--- src/design/nfida_pkg.sv ---
// Shared constants and types for the next-fit ID bitmap allocator.
`default_nettype none
package nfida_pkg;

  localparam int NUM_IDS   = 64;
  localparam int ID_W      = 6;
  localparam int CELL_BITS = 8;
  localparam int NUM_CELLS = NUM_IDS / CELL_BITS;
  localparam int BIT_W     = 3;
  localparam int CELL_W    = ID_W - BIT_W;
  localparam int STEP_W    = 4;
  localparam int MODE_W    = 2;

  // the token visits the start cell twice: at step zero and at this step
  localparam logic [STEP_W-1:0] LAST_STEP = STEP_W'(NUM_CELLS);

  localparam logic [MODE_W-1:0] MODE_ALLOC = 2'd0;
  localparam logic [MODE_W-1:0] MODE_FREE  = 2'd1;
  localparam logic [MODE_W-1:0] MODE_TEST  = 2'd2;
  localparam logic [MODE_W-1:0] MODE_NEXT  = 2'd3;

  typedef struct packed {
    logic              valid;
    logic              want_used;
    logic [STEP_W-1:0] step;
    logic [BIT_W-1:0]  off;
  } tok_t;

  typedef struct packed {
    logic              valid;
    logic [CELL_W-1:0] cell_sel;
    logic              want_used;
    logic [BIT_W-1:0]  off;
  } inj_t;

  typedef struct packed {
    logic            en;
    logic [ID_W-1:0] id;
    logic            value;
  } wr_t;

  typedef struct packed {
    logic            hit;
    logic            miss;
    logic [ID_W-1:0] id;
  } res_t;

endpackage
`default_nettype wire

--- src/design/nfida_cell.sv ---
// One cell of the search ring: eight usage bits and a circulating search token.
`default_nettype none
module nfida_cell (
  input  wire                                 clk,
  input  wire                                 rst,
  input  wire  [nfida_pkg::CELL_W-1:0]        cell_idx,
  input  wire  nfida_pkg::inj_t               inj,
  input  wire  nfida_pkg::wr_t                wr,
  input  wire  nfida_pkg::tok_t               tok_in,
  output nfida_pkg::tok_t                     tok_out,
  output nfida_pkg::res_t                     res,
  output logic [nfida_pkg::CELL_BITS-1:0]     bits
);
  import nfida_pkg::*;

  tok_t                 tok;
  logic [CELL_BITS-1:0] cand;
  logic [CELL_BITS-1:0] mask;
  logic [CELL_BITS-1:0] match;
  logic [BIT_W-1:0]     pos;
  logic                 found;

  always_ff @(posedge clk) begin
    if (rst) begin
      bits <= '0;
      tok  <= '0;
    end else begin
      if (wr.en && wr.id[ID_W-1:BIT_W] == cell_idx) begin
        bits[wr.id[BIT_W-1:0]] <= wr.value;
      end
      if (inj.valid && inj.cell_sel == cell_idx) begin
        tok.valid     <= 1'b1;
        tok.want_used <= inj.want_used;
        tok.step      <= '0;
        tok.off       <= inj.off;
      end else begin
        tok <= tok_in;
      end
    end
  end

  always_comb begin
    cand = tok.want_used ? bits : ~bits;
    // first visit looks above the start, the return visit at and below it
    for (int j = 0; j < CELL_BITS; j++) begin
      if (tok.step == '0) begin
        mask[j] = BIT_W'(j) > tok.off;
      end else if (tok.step == LAST_STEP) begin
        mask[j] = BIT_W'(j) <= tok.off;
      end else begin
        mask[j] = 1'b1;
      end
    end
    match = cand & mask;
    found = |match;
    pos   = '0;
    for (int j = CELL_BITS - 1; j >= 0; j--) begin
      if (match[j]) begin
        pos = BIT_W'(j);
      end
    end
  end

  always_comb begin
    res.hit  = tok.valid && found;
    res.miss = tok.valid && !found && tok.step == LAST_STEP;
    res.id   = {cell_idx, pos};
    tok_out       = tok;
    tok_out.valid = tok.valid && !found && tok.step != LAST_STEP;
    tok_out.step  = tok.step + 1'b1;
  end

endmodule
`default_nettype wire

--- src/design/next_fit_id_bitmap_allocator.sv ---
// Next-fit ID allocator: request sequencer over a ring of bitmap cells.
// A request goes from IDLE to START; free and test then go to FINISH, while allocate
// and next-used go to SEARCH, where the search token steps one cell per cycle around
// the ring of 8 cells (start cell visited twice) until it hits or misses, then FINISH.
// FINISH raises m_tvalid once the output is free; a new request is taken only in IDLE.
// Reset: synchronous; all IDs free, last allocated ID set to the highest ID.
`default_nettype none
module next_fit_id_bitmap_allocator (
  input  wire        clk,
  input  wire        rst,
  input  wire        s_tvalid,
  output logic       s_tready,
  input  wire  [7:0] s_tdata,   // [1:0] mode, [7:2] id_in
  output logic       m_tvalid,
  input  wire        m_tready,
  output logic [7:0] m_tdata    // [5:0] id_out, [6] was_used, [7] failed
);
  import nfida_pkg::*;

  localparam logic [1:0] ST_IDLE   = 2'd0;
  localparam logic [1:0] ST_START  = 2'd1;
  localparam logic [1:0] ST_SEARCH = 2'd2;
  localparam logic [1:0] ST_FINISH = 2'd3;

  logic [1:0]        state;
  logic [MODE_W-1:0] req_mode;
  logic [ID_W-1:0]   req_id;
  logic [ID_W-1:0]   last_alloc;
  logic [ID_W-1:0]   res_id;
  logic              res_was;
  logic              res_fail;

  logic [NUM_IDS-1:0] all_bits;
  tok_t               tok_o [NUM_CELLS];
  res_t               cres  [NUM_CELLS];
  inj_t               inj;
  wr_t                wr;
  logic               any_hit;
  logic               any_miss;
  logic [ID_W-1:0]    found_id;
  logic [ID_W-1:0]    start_id;
  logic               is_search;

  for (genvar g = 0; g < NUM_CELLS; g++) begin : g_cell
    nfida_cell u_cell (
      .clk      (clk),
      .rst      (rst),
      .cell_idx (CELL_W'(g)),
      .inj      (inj),
      .wr       (wr),
      .tok_in   (tok_o[(g + NUM_CELLS - 1) % NUM_CELLS]),
      .tok_out  (tok_o[g]),
      .res      (cres[g]),
      .bits     (all_bits[g*CELL_BITS +: CELL_BITS])
    );
  end

  always_comb begin
    any_hit  = 1'b0;
    any_miss = 1'b0;
    found_id = '0;
    for (int g = 0; g < NUM_CELLS; g++) begin
      any_hit  = any_hit | cres[g].hit;
      any_miss = any_miss | cres[g].miss;
      if (cres[g].hit) begin
        found_id = found_id | cres[g].id;
      end
    end
  end

  always_comb begin
    is_search     = req_mode == MODE_ALLOC || req_mode == MODE_NEXT;
    start_id      = (req_mode == MODE_ALLOC) ? last_alloc : req_id;
    inj.valid     = state == ST_START && is_search;
    inj.cell_sel  = start_id[ID_W-1:BIT_W];
    inj.off       = start_id[BIT_W-1:0];
    inj.want_used = req_mode == MODE_NEXT;

    wr = '0;
    if (state == ST_START && req_mode == MODE_FREE) begin
      wr.en    = 1'b1;
      wr.id    = req_id;
      wr.value = 1'b0;
    end else if (state == ST_SEARCH && any_hit && req_mode == MODE_ALLOC) begin
      wr.en    = 1'b1;
      wr.id    = found_id;
      wr.value = 1'b1;
    end
  end

  assign s_tready = state == ST_IDLE && !rst;

  always_ff @(posedge clk) begin
    if (rst) begin
      state      <= ST_IDLE;
      m_tvalid   <= 1'b0;
      last_alloc <= ID_W'(NUM_IDS - 1);
    end else begin
      if (m_tvalid && m_tready && state != ST_FINISH) begin
        m_tvalid <= 1'b0;
      end
      case (state)
        ST_IDLE: begin
          if (s_tvalid) begin
            req_mode <= s_tdata[MODE_W-1:0];
            req_id   <= s_tdata[MODE_W +: ID_W];
            state    <= ST_START;
          end
        end
        ST_START: begin
          res_was  <= (req_mode == MODE_ALLOC) ? 1'b0 : all_bits[req_id];
          res_id   <= req_id;
          res_fail <= 1'b0;
          state    <= is_search ? ST_SEARCH : ST_FINISH;
        end
        ST_SEARCH: begin
          if (any_hit) begin
            res_id <= found_id;
            if (req_mode == MODE_ALLOC) begin
              last_alloc <= found_id;
            end
            state <= ST_FINISH;
          end else if (any_miss) begin
            res_id   <= '0;
            res_fail <= 1'b1;
            state    <= ST_FINISH;
          end
        end
        ST_FINISH: begin
          if (!m_tvalid || m_tready) begin
            m_tvalid <= 1'b1;
            m_tdata  <= {res_fail, res_was, res_id};
            state    <= ST_IDLE;
          end
        end
        default: begin
          state <= ST_IDLE;
        end
      endcase
    end
  end

endmodule
`default_nettype wire

--- config.mk ---
export PLATFORM = sky130hd
export DESIGN_NAME = next_fit_id_bitmap_allocator
export DESIGN_NICKNAME = d
export VERILOG_FILES = /design/src/design/nfida_pkg.sv /design/src/design/nfida_cell.sv /design/src/design/next_fit_id_bitmap_allocator.sv
export SDC_FILE = /design/constraint.sdc
export NUM_CORES = 1
export LEC_CHECK = 0
export BUFFER_PORTS_ARGS = -buffer_cell sky130_fd_sc_hd__buf_2
export CAP_MARGIN = 5
export CORE_ASPECT_RATIO = 0.9
export CORE_MARGIN = 2
export CORE_UTILIZATION = 65
export CTS_BUF_LIST = sky130_fd_sc_hd__clkbuf_4 sky130_fd_sc_hd__clkbuf_8
export CTS_CLUSTER_DIAMETER = 30
export DETAILED_ROUTE_END_ITERATION = 7
export PLACE_DENSITY = 0.87
export SYNTH_ARGS = -nofsm -noshare
export SYNTH_HDL_FRONTEND = slang
export SYNTH_SLANG_ARGS = --single-unit
--- constraint.sdc ---
create_clock -name clk -period 6.6 [get_ports clk]
set_input_delay 1.32 -clock clk [delete_from_list [all_inputs] [get_ports clk]]
set_output_delay 1.32 -clock clk [all_outputs]
set_load 0.01 [all_outputs]
==> results.cfg, run 1 <==
[yosys]
synth-edff-count = 24
yosysWarningCount = 0
synth-seq-cells = 169
async_reset_ff_share_pct = 0
netlist_instances = 1429
syn-num-nets = 1464
syn_avg_cell_area_um2 = 8.30
yosys.cell_types.count = 92
syn_area_um2 = 11900
synthFlopType = dfxtp_1
yosysSeqAreaShare_pct = 30.6

[placement]
pre_cts_slack_ps = 1990
routabilityCongestion = 1.01
dpl.hpwl_um = 24400
dp_cells = 1604
port_buffers = 21
dpl_cell_area_um2 = 11900

[finish]
final_util_pct = 69.6
final_cell_mix = 159 x nor2_1, 145 x dfxtp_1, 82 x mux2i_1, 80 x nand2b_1, 77 x nand3_1
areaGrowthSynthToFinish_pct = 4.02
post-route-cell-area_um2 = 12300
layout-drive-gt1-share_pct = 9.89
fin_cells = 1637
layout.nets = 1418
final_common_cell = nor2_1

[clock_tree]
numClockSinks = 169
cts_tree = built
hold_buffers = 0
cts_setup_buffers = 0
cts_buffer_depth = 2
cts-root-buf = clkbuf_8
cts_resized = 0
numCtsBuffers = 17
htree_levels = 4
clk_latency_ps = 510
clk_pin_slew_ps = 100

[detailed_routing]
totalWireLength_um = 34100
drc = 1
initialDrtViolationCount = 1230
dr.pass1.iters = 8
wire_per_inst_um = 20.8
vias_per_cell = 6.77
dr_total_vias = 11077
antenna_left = 0

[critical_path]
path_max_fanout = 9
crit_type = reg2reg
cp.arrival_ps = 5290
worstPathCellList = inv_1 > ha_1 > or3b_1 > mux2i_1 > nand2b_1 > a32oi_1 > o21ai_0 > o2111ai_1 > nor4_1 > o21ai_1 > nor2b_1 > buf_4 > nand3_1 > mux2i_1
worstSetupStartpoint = g_cell[1].u_cell.tok[3]$_SDFF_PP0_
worstPathRequired_ps = 6950
crit_buf_inv = 2
endpoint_kind = register
start_kind = register
slowest_delay_ps = 890
reg2reg_from = g_cell[1].u_cell.tok[3]$_SDFF_PP0_
cp_top_family = simple AND/OR/NAND/NOR gates
cpMostUsedCell = mux2i_1
critPathSlowestCell = nor4_1

[timing]
maxSlewViolCount = 0
setup-violations-final = 0
finalCritPeriodShare_pct = 74.9
clock-skew-final_ps = 21.1
slew_headroom_pct = 13.1
period_needed_ps = 4940
max_slew.worst_pin.slew_ps = 1270
rsz0062_at_grt = no
setup_ws_ps = 1660
hold_violations = 0
tns_ps = 0
fmax_ghz = 0.202

[power]
power_density_nw_per_um2 = 198
ir_drop_mv = 0.180
p_leak_nw = 4.89

[die]
core_region_area_um2 = 17700
num_rows = 46
design.die.area_um2 = 19300
num_io_pins = 22
die_h_um = 132
fp.dieW_um = 146
initial_utilization_pct = 66.9

[outcome]
violations = design-rule violations
status = finished, violations left

[global_route]
grt_pass1_wl_um = 54100
antenna_found_initial = 2
grt_usage_pct = 35.1
grt.overflow.total = 0
grt_pass1_vias = 10005
grt_start_max_net_pins = 116

[flow_run]
cap_violations = 0

[worst_hold_path]
min_from = res_id[4]$_DFFE_PP_
hold_class = reg2reg
==> per-stage QoR <==
stage          total power [mW]  hold WS, ps
2_1_floorplan              1.56          400
3_3_place_gp               1.70          404
3_5_place_dp               1.71          412
4_1_cts                    2.43          436
5_1_grt                    2.54          449
6_report                   2.45          442
==> metal layers <==
| layer | vias up | GRT usage [%] | part of all wire [%] |
|---|---|---|---|
| met2 | 667 | 52.2 | 43 |
| met3 | 142 | 8.30 | 11 |
| met4 | 2 | 17.0 | 4.9 |
| met5 | - | 0 | 0.14 |
| met1 | 5183 | 48.1 | 41 |
| li1 | 5083 | - | - |
==> worst register-to-register path: cells and delay by family, from the launching register on <==
| kind | cells | cell delay (ps) |
|---|---|---|
| multiplexers | 2 | 340 |
| buffers and inverters | 2 | 400 |
| AO/OA/AOI/OAI | 4 | 1130 |
| flip-flops | 1 | 370 |
| AND/OR/NAND/NOR | 5 | 2370 |
| adder cells (fa/ha/maj) | 1 | 200 |
==> logic make-up after synthesis <==
family	after synthesis	share of synthesized area, %
xor gates and xnor gates	56	4.14
DFF	169	30.6
muxes	111	11.7
adders and majority gates	23	2.43
buffers and inverters	156	5.43
AOI/OAI and AO/OA	313	18.4
and+or+nand+nor	601	27.4
==> registers in the layout (all words and copies together) (netlist names), 2 cells and up <==
name	count
g_cell.u_cell.bits	64
g_cell.u_cell.tok	40
g_cell.u_cell.tok_out	32
m_tdata	8
last_alloc	6
req_id	6
res_id	6
req_mode	2
state	2
==> cell usage after synthesis, drive strengths merged, types with 11 or more instances <==
library cell  number  share of area (%)
dfxtp            145                 24
nand3             77                3.2
nand2             68                2.3
buf               34                1.6
nor2             160                5.1
nand3b            15               0.95
a31oi             27                1.6
xnor2             22                1.6
mux4              21                4.0
inv               61                1.9
o31ai             13               0.98
nand2b            80                4.2
a21boi            11               0.70
ha                23                2.4
o21ai             53                2.2
and2              11               0.58
clkbuf            61                1.9
nor2b             28                1.5
edfxtp            24                6.1
or2               20                1.1
mux2i             85                7.2
xor2              34                2.5
a21oi             75                3.2
or3               16               0.84
a221oi            13                1.0
nor3              40                1.9
nor4              15               0.79
and3b             19                1.4
a211oi            20                1.3
==> where the power goes <==
group / switching [mW] / internal (mW) / leakage (nW)
Sequential: 0.0758 / 1.11 / 1.39
Clock: 0.455 / 0.282 / 0.192
Combinational: 0.337 / 0.185 / 3.30
==> final cells by class <==
cell class	instances	area (µm²)
diodes	1	2.50
clock buffers	17	234
clock inverters	15	156
fillers	1391	5390
inverters	61	229
multi-input cells	1104	7620
flip-flops and latches	169	3620
well taps	240	300
repair buffers	30	175
==> worst paths after layout <==
check	end	cells past startpoint	slack, ps
min	m_tdata[4]$_DFFE_PP_	0	440
max	g_cell[1].u_cell.bits[5]$_SDFFE_PP0P_	14	1660
max reg2reg	g_cell[1].u_cell.bits[5]$_SDFFE_PP0P_	14	1660
min reg2reg	m_tdata[4]$_DFFE_PP_	0	440
Power figures use the tool's default switching activity.
==> run 2: changes to the inputs <==
- ABC_AREA: default -> 1
- clock period: 6.6 -> 4.95 ns (I/O delays scaled with it)
==> results.cfg, run 2 <==
[yosys]
yosysSeqAreaShare_pct = 33.7
synth_area_leader_cell = dfxtp_1
synth-seq-cells = 169
syn_area_um2 = 10800
yosysTopAreaCellShare_pct = 27.0
async_reset_ff_share_pct = 0
synth-edff-count = 24
yosys-top-cells-area = dfxtp_1 27%, nand2_1 14%, nor2_1 9.0%
synthMuxAreaShare_pct = 0
synthSimpleGateAreaFrac_pct = 37.4
yosys.area_share.xor_xnor_pct = 6.51
synth_top_family_by_area = simple AND/OR/NAND/NOR gates
netlist_top_cells_count = 413 x nand2_1, 257 x nor2_1, 168 x nand3_1
syn-num-nets = 1667
synthFlopType = dfxtp_1
yosysWarningCount = 0
synth_fa_ha_area_share_pct = 2.67
yosysMostFrequentCell = nand2_1
synth_compound_area_share_pct = 11.1
syn_avg_cell_area_um2 = 6.60
netlist_instances = 1632
yosys.cell_types.count = 45

[clock_tree]
hold_buffers = 0
clk_latency_ps = 500
cts-root-buf = clkbuf_8
cts_buffer_depth = 2
clk_pin_slew_ps = 100
htree_levels = 4
numClockSinks = 169
cts_resized = 0
cts_tree = built
cts_setup_buffers = 0
numCtsBuffers = 17

[critical_path]
worstSetupStartpoint = g_cell[0].u_cell.tok[3]$_SDFF_PP0_
reg2regPathDepth = 22
cp.arrival_ps = 4350
worstPathRequired_ps = 5350
cpMostUsedCell = nand2_1
cp-endpoint = g_cell[5].u_cell.bits[4]$_SDFFE_PP0P_
r2r_slack_ps = 1000
crit_type = reg2reg
path_max_fanout = 65
start_kind = register
worstPathCellList = inv_1 > ha_1 > nand3_2 > inv_2 > nand2_1 > nand3_1 > nand2_1 > nor2_1 > nand2_1 > nand2_1 > nand2_1 > nor2_4 > nand2_4 > nand4_4 > buf_4 > nor2_1 > nor2_2 > nand2_2 > nor2_4 > nand3_1 > nand2_1 > nor2_1
endpoint_kind = register
critPathSlowestCell = buf_4
reg2reg_from = g_cell[0].u_cell.tok[3]$_SDFF_PP0_
slowest_delay_ps = 550
r2r_end = g_cell[5].u_cell.bits[4]$_SDFFE_PP0P_

[timing]
hold_violations = 0
maxSlewViolCount = 0
period_needed_ps = 3950
tns_ps = 0
finalCritPeriodShare_pct = 79.7
clock-skew-final_ps = 16.5
fmax_ghz = 0.253
max_slew.worst_pin.slew_ps = 1180
rsz0062_at_grt = no
holdWs_ps = 420
slew_headroom_pct = 21.1
setup-violations-final = 0

[detailed_routing]
vias_per_cell = 5.80
dr_total_vias = 10660
drc = 0
antenna_left = 0
initialDrtViolationCount = 1291
wire_per_inst_um = 17.5
dr.pass1.iters = 6
totalWireLength_um = 32100

[global_route]
grt_start_max_net_pins = 66
grt.overflow.total = 0
grt_pass1_wl_um = 50000
grt_usage_pct = 36.6
antenna_found_initial = 1
grt_pass1_vias = 9306

[power]
power_frac_comb_pct = 22.6
intPower_mw = 2.13
power_frac_clock_pct = 30.1
switching_share_pct = 36.3
ir_drop_mv = 0.342
p_switching_mw = 1.21
power_density_nw_per_um2 = 297
p_leak_nw = 4.70
p_seq_share_pct = 47.3

[finish]
multi_input_area_um2 = 6210
final_cell_mix = 413 x nand2_1, 257 x nor2_1, 168 x nand3_1, 145 x dfxtp_1, 139 x inv_1
nFillCells = 1417
post-route-cell-area_um2 = 11200
layout-drive-gt1-share_pct = 8.88
antenna_cells = 0
largest_register_ffs = 64
seq_area_um2 = 3620
regMostFlops = g_cell.u_cell.bits
final_common_cell = nand2_1
areaGrowthSynthToFinish_pct = 4.40
layout.nets = 1654

[placement]
dpl.hpwl_um = 23800
routabilityCongestion = 1.02
dpl_cell_area_um2 = 10800
port_buffers = 21

[die]
fp.dieW_um = 140
die_h_um = 126
design.die.area_um2 = 17600
num_io_pins = 22
initial_utilization_pct = 66.5
core_region_area_um2 = 16200
num_rows = 44

[worst_hold_path]
min_from = res_id[3]$_DFFE_PP_
hold_class = reg2reg

[flow_run]
cap_violations = 0

[outcome]
status = completed
-- run 2: cell count changes after synthesis, sizes merged, moves of 49 or more --
cell    before  now
nand2       68  431
xnor2       22   71
nor2       160  288
inv         61  160
nand3       77  175
nand2b      80    5
mux2i       85    0
-- run 2: area by class of cell --
class	count	share of cell area, %
Inverter	163	5.44
Clock buffer	17	2.08
Multi-Input combinational cell	1242	55.3
Sequential cell	169	32.2
Clock inverter	15	1.40
Timing Repair Buffer	26	1.27
Tap cell	207	2.30
-- run 2: cells by family after synthesis --
group,after synthesis
AO/OA/AOI/OAI,221
XOR/XNOR,80
adder cells (fa/ha/maj),23
buffers and inverters,221
flip-flops,169
AND/OR/NAND/NOR,918
-- run 2: worst min path at each step --
stage	end	slack, ps	depth (start not counted)
after detailed placement	m_tdata[1]$_DFFE_PP_	400	0
after global routing	m_tdata[3]$_DFFE_PP_	420	0
after global placement	m_tdata[3]$_DFFE_PP_	410	0
after CTS	m_tdata[3]$_DFFE_PP_	420	0
final	m_tdata[3]$_DFFE_PP_	420	0
after floorplan	m_tdata[0]$_DFFE_PP_	400	0
-- run 2: power by group through the flow --
stage	Clock [mW]	Combinational, mW	Sequential, mW
after floorplan	0	0.582	1.57
after global placement	0	0.716	1.60
after detailed placement	0	0.730	1.61
after CTS	1.00	0.737	1.58
after global routing	1.05	0.831	1.59
final	1.01	0.755	1.58
-- run 2: routing by layer --
metal	global-route usage (%)	up-vias	wire length, µm
met4	16.0	2	1400
met5	0	-	13
met2	53.1	611	13300
met3	10.7	109	3980
li1	-	5193	-
met1	50.8	4745	13400
-- run 2: critical path: cells and delay by family (launching register included) --
| family | cells | cell delay (ps) |
|---|---|---|
| buf+inv | 3 | 780 |
| fa+ha+maj | 1 | 330 |
| simple gates | 18 | 2350 |
| flops | 1 | 360 |
-- run 2: through the flow --
stage | power, mW | std cells | setup WS [ps] | utilization [%]
6_report | 3.34 | 1839 | 1000 | 69.4
3_5_place_dp | 2.34 | 1807 | 1170 | 67.0
2_1_floorplan | 2.15 | 1632 | 2350 | -
3_3_place_gp | 2.32 | 1807 | 1250 | 67.0
5_1_grt | 3.48 | 1839 | 697 | 69.4
4_1_cts | 3.32 | 1839 | 1100 | 69.4
